File: src/hw/rtl/mrtu_pkg.sv
`timescale 1ns / 1ps
// ----------------------------------------------------------------------------
// Modbus RTU frame engine package
// Shared types and protocol constants of the frame engine.
// ----------------------------------------------------------------------------
package mrtu_pkg;

  localparam logic [15:0] CRC_INIT = 16'hffff;
  localparam logic [15:0] CRC_POLY = 16'ha001;

  localparam logic [7:0] FC_READ_HOLD   = 8'h03;
  localparam logic [7:0] FC_WRITE_ONE   = 8'h06;
  localparam logic [7:0] FC_WRITE_MULTI = 8'h10;
  localparam logic [7:0] FC_EXC_FLAG    = 8'h80;

  localparam logic [7:0] EXC_ILLEGAL_FUNC = 8'h01;
  localparam logic [7:0] EXC_ILLEGAL_ADDR = 8'h02;

  typedef enum logic [7:0] {
    S_IDLE  = 8'b0000_0001,
    S_CHECK = 8'b0000_0010,
    S_WRH   = 8'b0000_0100,
    S_WRL   = 8'b0000_1000,
    S_WRW   = 8'b0001_0000,
    S_START = 8'b0010_0000,
    S_SEND  = 8'b0100_0000,
    S_DONE  = 8'b1000_0000
  } state_e;

  typedef enum logic [1:0] {
    RSP_EXC  = 2'd0,
    RSP_READ = 2'd1,
    RSP_ECHO = 2'd2
  } rsp_e;

  typedef struct packed {
    logic       init;
    logic       start;
    logic [7:0] data;
  } crc_ctl_t;

endpackage

File: src/hw/rtl/mrtu_ram.sv
`timescale 1ns / 1ps
// ----------------------------------------------------------------------------
// Generic RAM
// One write port and one read port with registered read data.
// ----------------------------------------------------------------------------
module mrtu_ram #(
  parameter int Width = 8,
  parameter int Depth = 64
) (
  input  logic                     clk_i,
  input  logic                     we_i,
  input  logic [$clog2(Depth)-1:0] waddr_i,
  input  logic [Width-1:0]         wdata_i,
  input  logic [$clog2(Depth)-1:0] raddr_i,
  output logic [Width-1:0]         rdata_o
);

  logic [Width-1:0] mem_q [Depth];

  always_ff @(posedge clk_i) begin
    if (we_i) begin
      mem_q[waddr_i] <= wdata_i;
    end
    rdata_o <= mem_q[raddr_i];
  end

endmodule

File: src/hw/rtl/mrtu_crc.sv
`timescale 1ns / 1ps
// ----------------------------------------------------------------------------
// Bit-serial CRC-16/MODBUS unit
// Folds one byte into the running CRC, one bit per cycle.
// ----------------------------------------------------------------------------
module mrtu_crc import mrtu_pkg::*; (
  input  logic        clk_i,
  input  logic        rst_ni,
  input  crc_ctl_t    ctl_i,
  output logic        busy_o,
  output logic [15:0] crc_o
);

  logic [15:0] crc_q, crc_d;
  logic [2:0]  bit_q, bit_d;
  logic        busy_q, busy_d;

  always_comb begin
    crc_d  = crc_q;
    bit_d  = bit_q;
    busy_d = busy_q;
    if (ctl_i.init) begin
      crc_d  = CRC_INIT;
      busy_d = 1'b0;
    end else if (ctl_i.start) begin
      crc_d  = crc_q ^ {8'h00, ctl_i.data};
      bit_d  = 3'd0;
      busy_d = 1'b1;
    end else if (busy_q) begin
      crc_d = (crc_q >> 1) ^ (crc_q[0] ? CRC_POLY : 16'h0000);
      bit_d = bit_q + 3'd1;
      if (bit_q == 3'd7) begin
        busy_d = 1'b0;
      end
    end
  end

  always_ff @(posedge clk_i or negedge rst_ni) begin
    if (!rst_ni) begin
      crc_q  <= CRC_INIT;
      bit_q  <= 3'd0;
      busy_q <= 1'b0;
    end else begin
      crc_q  <= crc_d;
      bit_q  <= bit_d;
      busy_q <= busy_d;
    end
  end

  assign busy_o = busy_q;
  assign crc_o  = crc_q;

endmodule

File: src/hw/rtl/modbus_rtu_server_frame_engine_top.sv
`timescale 1ns / 1ps
// ----------------------------------------------------------------------------
// Modbus RTU server frame engine
// Collects a frame, checks it on the receive timeout and answers function
// codes 03, 06 and 16 from a register file, with a freshly computed CRC.
// ----------------------------------------------------------------------------
// A received byte from the third on starts the bit-serial CRC unit on the byte two
// before it; input stalls while the unit is busy. A dropped frame's timeout passes
// S_CHECK and S_DONE; an answered one passes S_CHECK, S_WRH, S_WRL, S_WRW per word
// written by code 16, S_START, S_SEND for data and CRC bytes, and S_DONE. Each byte
// waits for the CRC unit and for output stalls. Reset clears the register file, the
// frame count and sets the station address to 1; the frame store is not cleared.
// ----------------------------------------------------------------------------
module modbus_rtu_server_frame_engine_top import mrtu_pkg::*; #(
  parameter int NUM_REGS    = 16,
  parameter int FRAME_BYTES = 64
) (
  input  logic       clk_i,
  input  logic       rst_ni,
  input  logic       cfg_we_i,
  input  logic [7:0] cfg_wdata_i,
  input  logic       in_valid_i,
  output logic       in_stall_o,
  input  logic       func_i,
  input  logic [7:0] rx_byte_i,
  output logic       out_valid_o,
  input  logic       out_stall_i,
  output logic [7:0] tx_byte_o,
  output logic       tx_last_o
);

  localparam int CW = $clog2(FRAME_BYTES + 1);
  localparam int AW = $clog2(FRAME_BYTES);
  localparam int RW = (NUM_REGS > 1) ? $clog2(NUM_REGS) : 1;

  state_e      state_q, state_d;
  rsp_e        rsp_q, rsp_d;
  logic [7:0]  addr_q;
  logic [CW-1:0] cnt_q, cnt_d;
  logic        ovf_q, ovf_d;
  logic [7:0]  hdr_q [6];
  logic [7:0]  b1_q, b2_q;
  logic [15:0] rf_q [NUM_REGS];
  logic [RW-1:0] widx_q, widx_d;
  logic [AW-1:0] ptr_q, ptr_d;
  logic [7:0]  rem_q, rem_d;
  logic [7:0]  hi_q;
  logic [7:0]  code_q, code_d;
  logic [6:0]  k_q, k_d, n_q, n_d;
  logic        selhi_q, selhi_d;
  logic        ovalid_q, ovalid_d;
  logic [7:0]  obyte_q, obyte_d;
  logic        olast_q, olast_d;

  logic        in_acc, out_free, byte_acc;
  logic        rf_we;
  logic [RW-1:0] rf_widx;
  logic [15:0] rf_wdata, rf_rd;
  logic [7:0]  ram_rdata, dbyte;
  logic [7:0]  fc, start, count;
  logic [8:0]  span;
  logic        crc_busy;
  logic [15:0] crc;
  crc_ctl_t    crc_ctl;

  assign in_stall_o  = (state_q != S_IDLE) || crc_busy;
  assign in_acc      = in_valid_i && !in_stall_o;
  assign byte_acc    = in_acc && !func_i && (cnt_q < CW'(FRAME_BYTES));
  assign out_free    = !ovalid_q || !out_stall_i;
  assign out_valid_o = ovalid_q;
  assign tx_byte_o   = obyte_q;
  assign tx_last_o   = olast_q;

  assign fc    = hdr_q[1];
  assign start = hdr_q[3];
  assign count = hdr_q[5];
  assign span  = {1'b0, start} + {1'b0, count};
  assign rf_rd = (32'(widx_q) < NUM_REGS) ? rf_q[widx_q] : 16'h0000;

  mrtu_ram #(.Width(8), .Depth(FRAME_BYTES)) u_frame_ram (
    .clk_i   (clk_i),
    .we_i    (byte_acc),
    .waddr_i (cnt_q[AW-1:0]),
    .wdata_i (rx_byte_i),
    .raddr_i (ptr_q),
    .rdata_o (ram_rdata)
  );

  mrtu_crc u_crc (
    .clk_i  (clk_i),
    .rst_ni (rst_ni),
    .ctl_i  (crc_ctl),
    .busy_o (crc_busy),
    .crc_o  (crc)
  );

  // Response data byte at position k, before the CRC.
  always_comb begin
    dbyte = 8'h00;
    case (rsp_q)
      RSP_EXC: begin
        case (k_q)
          7'd0:    dbyte = addr_q;
          7'd1:    dbyte = fc ^ FC_EXC_FLAG;
          default: dbyte = code_q;
        endcase
      end
      RSP_READ: begin
        case (k_q)
          7'd0:    dbyte = hdr_q[0];
          7'd1:    dbyte = fc;
          7'd2:    dbyte = {count[6:0], 1'b0};
          default: dbyte = selhi_q ? rf_rd[15:8] : rf_rd[7:0];
        endcase
      end
      default: begin
        case (k_q[2:0])
          3'd0:    dbyte = hdr_q[0];
          3'd1:    dbyte = hdr_q[1];
          3'd2:    dbyte = hdr_q[2];
          3'd3:    dbyte = hdr_q[3];
          3'd4:    dbyte = hdr_q[4];
          default: dbyte = hdr_q[5];
        endcase
      end
    endcase
  end

  always_comb begin
    state_d  = state_q;
    rsp_d    = rsp_q;
    cnt_d    = cnt_q;
    ovf_d    = ovf_q;
    widx_d   = widx_q;
    ptr_d    = ptr_q;
    rem_d    = rem_q;
    code_d   = code_q;
    k_d      = k_q;
    n_d      = n_q;
    selhi_d  = selhi_q;
    ovalid_d = ovalid_q && out_stall_i;
    obyte_d  = obyte_q;
    olast_d  = olast_q;
    rf_we    = 1'b0;
    rf_widx  = widx_q;
    rf_wdata = {hi_q, ram_rdata};
    crc_ctl  = '{init: 1'b0, start: 1'b0, data: b2_q};

    unique case (state_q)
      S_IDLE: begin
        if (in_acc) begin
          if (func_i) begin
            state_d = S_CHECK;
          end else if (cnt_q < CW'(FRAME_BYTES)) begin
            cnt_d = cnt_q + CW'(1);
            // The CRC covers everything but the two most recent bytes.
            crc_ctl.start = (cnt_q >= CW'(2));
          end else begin
            ovf_d = 1'b1;
          end
        end
      end
      S_CHECK: begin
        state_d = S_DONE;
        if (!ovf_q && (cnt_q >= CW'(4)) && (hdr_q[0] == addr_q) && (crc == {b1_q, b2_q}))
        begin
          if ((fc != FC_READ_HOLD) && (fc != FC_WRITE_ONE) && (fc != FC_WRITE_MULTI)) begin
            rsp_d   = RSP_EXC;
            code_d  = EXC_ILLEGAL_FUNC;
            state_d = S_START;
          end else if (cnt_q >= CW'(8)) begin
            if (fc == FC_READ_HOLD) begin
              state_d = S_START;
              if (span > 9'(NUM_REGS)) begin
                rsp_d  = RSP_EXC;
                code_d = EXC_ILLEGAL_ADDR;
              end else begin
                rsp_d = RSP_READ;
              end
            end else if (fc == FC_WRITE_ONE) begin
              state_d = S_START;
              if ({1'b0, start} >= 9'(NUM_REGS)) begin
                rsp_d  = RSP_EXC;
                code_d = EXC_ILLEGAL_ADDR;
              end else begin
                rsp_d    = RSP_ECHO;
                rf_we    = 1'b1;
                rf_widx  = start[RW-1:0];
                rf_wdata = {hdr_q[4], hdr_q[5]};
              end
            end else if (10'(cnt_q) >= ({1'b0, count, 1'b0} + 10'd9)) begin
              state_d = S_START;
              if (span > 9'(NUM_REGS)) begin
                rsp_d  = RSP_EXC;
                code_d = EXC_ILLEGAL_ADDR;
              end else begin
                rsp_d = RSP_ECHO;
                if (count != 8'h00) begin
                  state_d = S_WRH;
                  widx_d  = start[RW-1:0];
                  ptr_d   = AW'(7);
                  rem_d   = count;
                end
              end
            end
          end
        end
      end
      S_WRH: begin
        ptr_d   = ptr_q + AW'(1);
        state_d = S_WRL;
      end
      S_WRL: begin
        ptr_d   = ptr_q + AW'(1);
        state_d = S_WRW;
      end
      S_WRW: begin
        rf_we  = 1'b1;
        widx_d = widx_q + RW'(1);
        rem_d  = rem_q - 8'd1;
        state_d = (rem_q == 8'd1) ? S_START : S_WRH;
      end
      S_START: begin
        crc_ctl.init = 1'b1;
        k_d     = 7'd0;
        selhi_d = 1'b1;
        widx_d  = start[RW-1:0];
        case (rsp_q)
          RSP_EXC:  n_d = 7'd3;
          RSP_READ: n_d = 7'd3 + {count[5:0], 1'b0};
          default:  n_d = 7'd6;
        endcase
        state_d = S_SEND;
      end
      S_SEND: begin
        if (out_free && !crc_busy) begin
          ovalid_d = 1'b1;
          k_d      = k_q + 7'd1;
          if (k_q < n_q) begin
            obyte_d       = dbyte;
            olast_d       = 1'b0;
            crc_ctl.start = 1'b1;
            crc_ctl.data  = dbyte;
            if (k_q >= 7'd3) begin
              selhi_d = !selhi_q;
              if (!selhi_q) begin
                widx_d = widx_q + RW'(1);
              end
            end
          end else if (k_q == n_q) begin
            obyte_d = crc[7:0];
            olast_d = 1'b0;
          end else begin
            obyte_d = crc[15:8];
            olast_d = 1'b1;
            state_d = S_DONE;
          end
        end
      end
      S_DONE: begin
        crc_ctl.init = 1'b1;
        cnt_d   = '0;
        ovf_d   = 1'b0;
        state_d = S_IDLE;
      end
      default: state_d = S_IDLE;
    endcase
  end

  always_ff @(posedge clk_i or negedge rst_ni) begin
    if (!rst_ni) begin
      state_q  <= S_IDLE;
      addr_q   <= 8'h01;
      cnt_q    <= '0;
      ovf_q    <= 1'b0;
      ovalid_q <= 1'b0;
      for (int i = 0; i < NUM_REGS; i++) begin
        rf_q[i] <= 16'h0000;
      end
    end else begin
      state_q  <= state_d;
      cnt_q    <= cnt_d;
      ovf_q    <= ovf_d;
      ovalid_q <= ovalid_d;
      if (cfg_we_i) begin
        addr_q <= cfg_wdata_i;
      end
      if (rf_we) begin
        rf_q[rf_widx] <= rf_wdata;
      end
    end
  end

  always_ff @(posedge clk_i) begin
    rsp_q   <= rsp_d;
    widx_q  <= widx_d;
    ptr_q   <= ptr_d;
    rem_q   <= rem_d;
    code_q  <= code_d;
    k_q     <= k_d;
    n_q     <= n_d;
    selhi_q <= selhi_d;
    obyte_q <= obyte_d;
    olast_q <= olast_d;
    if (state_q == S_WRL) begin
      hi_q <= ram_rdata;
    end
    if (byte_acc) begin
      b2_q <= b1_q;
      b1_q <= rx_byte_i;
      if (cnt_q < CW'(6)) begin
        hdr_q[cnt_q[2:0]] <= rx_byte_i;
      end
    end
  end

endmodule

File: config.mk
export PLATFORM = sky130hd
export DESIGN_NAME = modbus_rtu_server_frame_engine_top
export DESIGN_NICKNAME = d
export VERILOG_FILES = /design/src/hw/rtl/mrtu_pkg.sv /design/src/hw/rtl/mrtu_ram.sv /design/src/hw/rtl/mrtu_crc.sv /design/src/hw/rtl/modbus_rtu_server_frame_engine_top.sv
export SDC_FILE = /design/constraint.sdc
export NUM_CORES = 1
export LEC_CHECK = 0
export BUFFER_PORTS_ARGS = -buffer_cell sky130_fd_sc_hd__buf_2
export CELL_PAD_IN_SITES_DETAIL_PLACEMENT = 1
export CELL_PAD_IN_SITES_GLOBAL_PLACEMENT = 2
export CORE_MARGIN = 4
export CORE_UTILIZATION = 45
export CTS_BUF_LIST = sky130_fd_sc_hd__clkbuf_8
export DETAILED_ROUTE_END_ITERATION = 12
export PLACE_DENSITY = 0.78
export SLEW_MARGIN = 20
export SYNTH_ARGS = -nofsm -noshare
export SYNTH_HDL_FRONTEND = slang
export SYNTH_HIERARCHICAL = 1
export SYNTH_SLANG_ARGS = --single-unit
File: constraint.sdc
create_clock -name clk_i -period 8.06 [get_ports clk_i]
set_input_delay 0.403 -clock clk_i [delete_from_list [all_inputs] [get_ports clk_i]]
set_output_delay 0.403 -clock clk_i [all_outputs]
set_load 0.02 [all_outputs]
# == After elaboration in Yosys (flattened, before gate mapping) ==
# Memory sizes are Yosys's and may differ from the RTL's. A register that Yosys moved wholly into a read port is not among the register bits.
# Index checks and enable logic that the tools add are counted.
# word_totals
mem_bits_rw,560
memories,2
out_inout_bits,11
inputBits,22
word_cells,294
ff_bits,377
# mem_list
memory,words,word_bits,read_ports,rd_clocked_by_memory_dff,wr,line_no,text
u_frame_ram.mem_q,64,8,1,1,1,mrtu_ram.sv:18,logic [Width-1:0] mem_q [Depth];
hdr_q,6,8,6,0,1,modbus_rtu_server_frame_engine_top.sv:41,logic [7:0] hdr_q [6];
# op_classes
order_cmp,13
eq_ne,46
n_reduce_logical,47
muxes,134
bitwise_logic,6
n_addsub,9
# ops
cell,count
$bwmux 256,1
$mux 8,29
$mux 16,14
$mux 4,19
$mux 6,11
$bmux 16 s4,1
$demux 16 s4,1
$pmux 8 s7,1
$pmux 8 s2,3
$pmux 7 s2,3
$pmux 8 s5,1
$ne 2x2->1 const B,19
$mux 1,29
$mux 7,4
$pmux 8 s3,1
$mux 9,2
$reduce_and 9->1,2
$eq 16x16->1,1
$eq 8x1->1 const B,2
$eq 8x2->1 const B,2
$eq 8x3->1 const B,2
$pmux 4 s4,1
$reduce_and 4->1,4
$xor 15x16->16,1
other kinds (58),101

# == Logic depth before layout (Yosys ltp) ==
# Gate-level depths: netlist of the first run.
# An unclocked memory read counts as a cell.
# depth
depth_word,15
mapped_depth,13

# == Modules after synthesis ==
# Netlist of the first run, hierarchy kept.
# by_module_without_submodules
mod,n_inst,cells_each,area_each_um2
modbus_rtu_server_frame_engine_top,1,2224,22353.9
mrtu_ram,1,972,20190.6
mrtu_crc,1,102,1088.5

# == Least setup slack after synthesis of the first run ==
# OpenSTA, ideal clock, no wires.
# synth_path
path_kind,register to register
startpoint,register state_q[7]
endpoint,"memory u_frame_ram.mem_q[27][0], enable pin"
path_buffers,1
arrival_ns,3.938
required_ns,7.690
stages_incl_launch_ff,8
slack_ns,3.752
path_cell_list,dfrtp_1 > nor4_4 > nand4b_1 > nor3_1 > inv_1 > or2_2 > clkbuf_1 > nor2_1
# synth_between
elab_chain_cells,8
# synth_lines
item,line_no,text
"start, declared",modbus_rtu_server_frame_engine_top.sv:36,"state_e state_q, state_d;"
"start signal, assigned",modbus_rtu_server_frame_engine_top.sv:281,state_q <= state_d;
$ne 8x1->1,modbus_rtu_server_frame_engine_top.sv:66,assign in_stall_o = (state_q != S_IDLE) || crc_busy;
$logic_or 1x1->1,modbus_rtu_server_frame_engine_top.sv:66,
$logic_not 1->1,modbus_rtu_server_frame_engine_top.sv:67,assign in_acc = in_valid_i && !in_stall_o;
$logic_and 1x1->1,modbus_rtu_server_frame_engine_top.sv:67,
$logic_and 1x1->1 (2 in series),modbus_rtu_server_frame_engine_top.sv:68,assign byte_acc = in_acc && !func_i && (cnt_q < CW'(FRAME_BYTES));
named net byte_acc,modbus_rtu_server_frame_engine_top.sv:55,"logic in_acc, out_free, byte_acc;"
$mux 1,mrtu_ram.sv:21,if (we_i) begin
$mux 1 (not written as such),mrtu_ram.sv:22,mem_q[waddr_i] <= wdata_i;
"end, declared",mrtu_ram.sv:18,
# The timed path passes the listed nets, and every way through them passes these cells.

==> results of run 1 <==
## state kept, by name (all words and copies together), names as in the netlist, 2 cells and up
register	flops
rsp_q	2
n_q	7
widx_q	4
u_crc/crc_o	16
rem_q	8
cnt_q	7
code_q	8
rf_q	256
u_frame_ram/rdata_o	8
u_frame_ram/mem_q	512
tx_byte_o	8
k_q	7
addr_q	8
state_q	8
b2_q	8
hdr_q	48
b1_q	8
hi_q	8
u_crc/bit_q	3
ptr_q	6
## where the power goes
part           switching (uW)  internal, uW  leakage, uW
clock                    2030          2150      0.00185
sequential                191          5330      0.00988
combinational             457           250      0.00565
## stage by stage
stage                     instances  worst slack [ps]  cell area (sq um)  hold WS, ps  util (%)
final                          4715              3540              48000          120      50.2
after CTS                      4711              3580              47900         44.5      50.2
after global routing           4713              3360              48000          136      50.2
after floorplan                3298              3750              43600          107         -
after detailed placement       4389              3590              44600          444      46.7
after global placement         4386              3800              44600          423      46.7
## cells by family after synthesis
family	Yosys count	share of synthesized area, %
and+or+nand+nor	1132	13.1
DFF	945	61.5
AOI/OAI and AO/OA	539	8.20
buffers and inverters	310	3.51
muxes	272	11.4
xor gates and xnor gates	61	1.22
adders and majority gates	39	1.14
## layer usage
layer / vias to the layer above / GRT usage, % / wire (um)
li1: 12796 / - / -
met1: 15852 / 36.9 / 58100
met2: 1181 / 44.6 / 68200
met3: 255 / 5.45 / 9670
met4: 0 / 10.8 / 5260
met5: - / 0 / 0
## path summary, 6_finish.rpt
kind                                end  slack (ps)  depth (start not counted)
max                            rem_q[6]        3540                          8
max in group asynchronous      rf_q[43]        6410                          3
max reg2reg                    rem_q[6]        3540                          8
min                            cnt_q[6]         120                          5
min reg2reg                     b2_q[7]         470                          0
min in group asynchronous  u_crc/busy_o         160                          2
## cell type report
| class | count | area, sq um |
|---|---|---|
| Timing Repair Buffer | 121 | 946 |
| Clock buffer | 175 | 2410 |
| Inverter | 36 | 135 |
| Tap cell | 1265 | 1580 |
| Multi-Input combinational cell | 2043 | 15400 |
| Sequential cell | 945 | 26800 |
| Fill cell | 9684 | 47600 |
| Antenna cell | 3 | 7.51 |
| Clock inverter | 127 | 701 |
## synth_stat cells (all sizes together), types with 6 or more instances
cell type,instances,area [sq um]
clkbuf,121,454
o31ai,12,90.1
xor2,37,324
nand3b,17,128
nand2b,15,93.8
nor2,427,1600
nor4,36,430
nor3b,6,45.0
mux2i,75,751
a22oi,16,120
nand2,127,477
and4,16,140
a31oi,21,131
edfxtp,636,19100
or3,11,68.8
a211oi,10,75.1
mux2,20,225
a22o,6,52.6
or4,25,225
a221oi,9,78.8
and3,8,50.1
a222oi,8,80.1
dfxtp,8,160
o221ai,7,61.3
nor3,280,1400
o22ai,290,1860
dfstp,18,473
o21ai,49,245
mux4,177,3990
a2111oi,7,67.6
xnor2,24,210
dfrtp,283,7080
a21o,11,82.6
nand4,25,156
o211ai,13,97.6
inv,32,120
ha,38,475
nor2b,28,175
buf,153,941
a21oi,47,235
nand3,60,305
or2,25,156
## worst reg2reg max path: stages (launching register included)
cell      delay, ps
edfxtp_1        800
buf_4           370
ha_1            340
a21oi_1         280
o21ai_0         160
mux2i_1         140
a31oi_1         710
nand4_1         390
o21ai_0         990
==> run summary, run 1 <==
Critical path class - flop to flop
Die area - 0.102 sq mm
Largest net degree at the start of global routing - 156
Unrepaired setup endpoints after global routing - no
Final setup vio count - 0
Crit path max-delay family - compound AO/OA/AOI/OAI gates
Final Cycle Share - 56.1%
Layout cells sized above 1 - 17.5%
GRT Total Usage - 27.6%
DR pass1 iterations - 6
Fmax achieved - 221 MHz
CTS Buf Count - 163
Max transition margin - 19.5%
H-Tree Depth - 4
EDFF count, synth - 636
Routed WL - 141000 um
Core Region - 0.0956 sq mm
Post_cts resized - 0
Pwr Total - 10400 uW
Most frequent cells in the layout - edfxtp_1 (636), nor2_1 (420), o22ai_1 (283), dfrtp_1 (283), nor3_1 (274)
Routed length per placed instance - 30.0 um
Worst VDD drop - 176 uV
Detailed placer's ending HPWL - 87100 um
Setup TNS - 0 ps
Core Rows - 113
Slew Limit Fails - 0
Async S/R FF share, synth - 31.9%
Commonest non-fill, non-tap cell in the layout - edfxtp_1
Clk buf depth - 3
Root Buffer - clkbuf_8
Cells after synthesis - 3298
Post-synthesis sequential area ratio - 61.5%
DRC marker count from the first detailed-route iteration - 2732
CP Cell Sequence - buf_4, ha_1, a21oi_1, o21ai_0, mux2i_1, a31oi_1, nand4_1, o21ai_0
Worst Setup SP - hdr_q[5][4]
CTS tree - yes
Post-route DRC - 0
Vias - 30084
Antenna viol nets, final - 0
Clk_lat worst skew - 880 ps
Clock Skew - 50.7 ps
Synthesized area - 0.0436 sq mm
Run status - complete, no violations
Max_cap viols - 0
Clock transition at the registers of the reported paths - 60 ps
Avg Cell Area, Syn - 13.2 sq um
Crit Path Max Fanout - 15
Crit-path slowest cell - o21ai_0
Crit Reg-Reg Startpoint - hdr_q[5][4]
Worst slew pin tran - 1210 ps
Cell mode on critical path - o21ai_0
Synthesized net count - 3359
Pleak - 0.0174 uW
Final min period - 4520 ps
Synthesized flop and latch total - 945
GP Congestion - 0.868
Vias in the first global route - 31616
First-pass GRT wire length - 211000 um
Critical Path Source Type - flop
I/O pin total - 33
Vias/cell - 6.38
Hold-fix buffers, CTS - 20
Combined buffer and inverter count along the critical path - 1
Post-synthesis cell type count - 91
Setup crit end kind - flop
Post-CTS setup buffer count - 0
Worst path max stage delay - 990 ps
Congestion Overflow GR - 0
Antenna violations before repair - 3
Hold Path Origin - func_i
Initial Utilization - 45.7%
WP data required - 8540 ps
Area Growth Syn to Fin - 9.92%
Predominant post-synthesis flop cell - edfxtp_1
Worst EP arrival - 5000 ps
Number of port buffers - 32
Die span in y - 319 um
Die X - 319 um
Yosys warning count - 6
Final number of hold-violating endpoints - 0
Clock sinks - 945
Post-layout nets - 3371
Power density over the cells - 217 mW/mm^2
Hold Path Class - input pin to flop
Note: power is estimated with default switching activity, not from simulation.
==> run 2: changes to the inputs <==
Clock period 8.06 ns to 4.2 ns, I/O delays scaled along.
==> run 2 against run 1 <==
Clock power rose by 97%; count of clock-buffer cells in the layout rose by 11; sequential power rose by 92%; sequential cell count did not move; critical path depth rose by 1; largest power group unchanged; highest routed layer is now met5.
==> run summary, run 2 (synthesis results as in run 1) <==
Run status - complete, no violations
Max transition margin - 18.9%
GP Congestion - 0.870
Clk buf depth - 3
Power density over the cells - 418 mW/mm^2
Detailed placer's ending HPWL - 94900 um
Max_cap viols - 0
Clk_lat worst skew - 870 ps
Critical Path Source Type - flop
Number of port buffers - 32
Final number of hold-violating endpoints - 0
Congestion Overflow GR - 0
Pwr Total - 20300 uW
Largest register FFs - 512
Antenna violations before repair - 3
Fmax achieved - 259 MHz
Crit Path Max Fanout - 17
GR Util met3 - 4.64%
Root Buffer - clkbuf_8
Core Region - 0.0956 sq mm
Post-layout nets - 3450
Vias in the first global route - 32423
Commonest non-fill, non-tap cell in the layout - edfxtp_1
Post-CTS setup buffer count - 0
Worst EP arrival - 4420 ps
GRT busiest layer - met2
CTS Buf Count - 160
Largest register by flop count - u_frame_ram/mem_q
Unrepaired setup endpoints after global routing - no
Fill count - 9656
Global-route met1 utilization - 37.3%
Worst Setup SP - hdr_q[5][1]
Pleak - 0.0178 uW
Clock transition at the registers of the reported paths - 60 ps
Post_cts resized - 0
Core Rows - 113
DRC marker count from the first detailed-route iteration - 2900
I/O pin total - 33
Slew Limit Fails - 0
Final setup vio count - 0
Initial Utilization - 45.7%
Routed length per placed instance - 30.4 um
Hold Path Class - input pin to async pin
Final Cycle Share - 92.0%
FF-to-FF setup slack - 340 ps
Vias/cell - 6.40
Worst reg-to-reg path cell count - 9
Worst slew pin tran - 1210 ps
FF-to-FF End - widx_q[3]
H-Tree Depth - 4
Die span in y - 319 um
WP data required - 4760 ps
GRT Total Usage - 28.4%
Reg area - 0.0268 sq mm
Setup TNS - 0 ps
First-pass GRT wire length - 216000 um
Setup crit end kind - flop
Largest net degree at the start of global routing - 98
Clock Skew - 54.1 ps
Die area - 0.102 sq mm
Antenna viol nets, final - 0
Crit Reg-Reg Startpoint - hdr_q[5][1]
Routed WL - 145000 um
Area of the multi-input gates - 0.0154 sq mm
Most frequent cells in the layout - edfxtp_1 (636), nor2_1 (424), o22ai_1 (283), dfrtp_1 (283), nor3_1 (276)
Vias - 30584
Clock sinks - 945
CTS tree - yes
Die X - 319 um
Post-route DRC - 0
M2 GR Usage - 47.1%
DR pass1 iterations - 5
Layout cells sized above 1 - 19.4%
Final min period - 3860 ps
Critical path class - flop to flop
Worst VDD drop - 313 uV
Area Growth Syn to Fin - 11.6%
-- run 2: worst max-delay path by stage --
stage                                     endpoint  depth (start not counted)
after floorplan           u_frame_ram/mem_q[27][0]                          7
after global placement                   widx_q[2]                          9
after detailed placement                 widx_q[3]                          9
after CTS                                widx_q[3]                          9
after global routing                     widx_q[0]                          9
final                                    widx_q[3]                          9
-- run 2: through the flow --
| stage | hold slack [ps] | cell area (sq um) | std cells | util [%] | setup slack [ps] |
|---|---|---|---|---|---|
| after floorplan | -85.6 | 43600 | 3298 | - | 609 |
| after global placement | 326 | 45200 | 4466 | 47.3 | 426 |
| after detailed placement | 340 | 45200 | 4466 | 47.3 | 403 |
| after CTS | 10.5 | 48700 | 4779 | 50.9 | 369 |
| after global routing | 50.2 | 48700 | 4781 | 51.0 | 230 |
| final | 15.1 | 48700 | 4781 | 51.0 | 336 |
-- run 2: layer usage --
layer / share of wire [%] / vias up / routed length (um)
met5: 0.012 / - / 17
met4: 4.1 / 2 / 5940
met3: 6.4 / 296 / 9280
met2: 49 / 1231 / 71300
met1: 41 / 16107 / 59000
li1: - / 12948 / -
-- run 2: area by class of cell --
type / count / area share, %
flip-flops and latches: 945 / 55.1
multi-input cells: 2043 / 31.5
clock buffers: 186 / 5.26
repair buffers: 203 / 3.35
well taps: 1265 / 3.25
clock inverters: 101 / 1.28
inverters: 36 / 0.277
diodes: 2 / 0.0103
-- run 2: timing repair --
item / CTS / global route
hold buffers: 26 / 0
setup endpoints to repair: 0 / 0
hold endpoints to repair: 245 / 0
-- run 2: critical path: stages (launching register included) --
cell      delay [ps]
edfxtp_1         950
fa_1             580
or4_1            520
a211oi_1         190
a31oi_1           90
a31oi_1          170
buf_4            210
nand2_1           80
o32ai_1          530
buf_4            240
-- run 2: where the power goes --
part / switching, uW / internal, uW
clock network: 3880 / 4370
registers: 335 / 10200
logic: 1020 / 509
total: 5240 / 15100
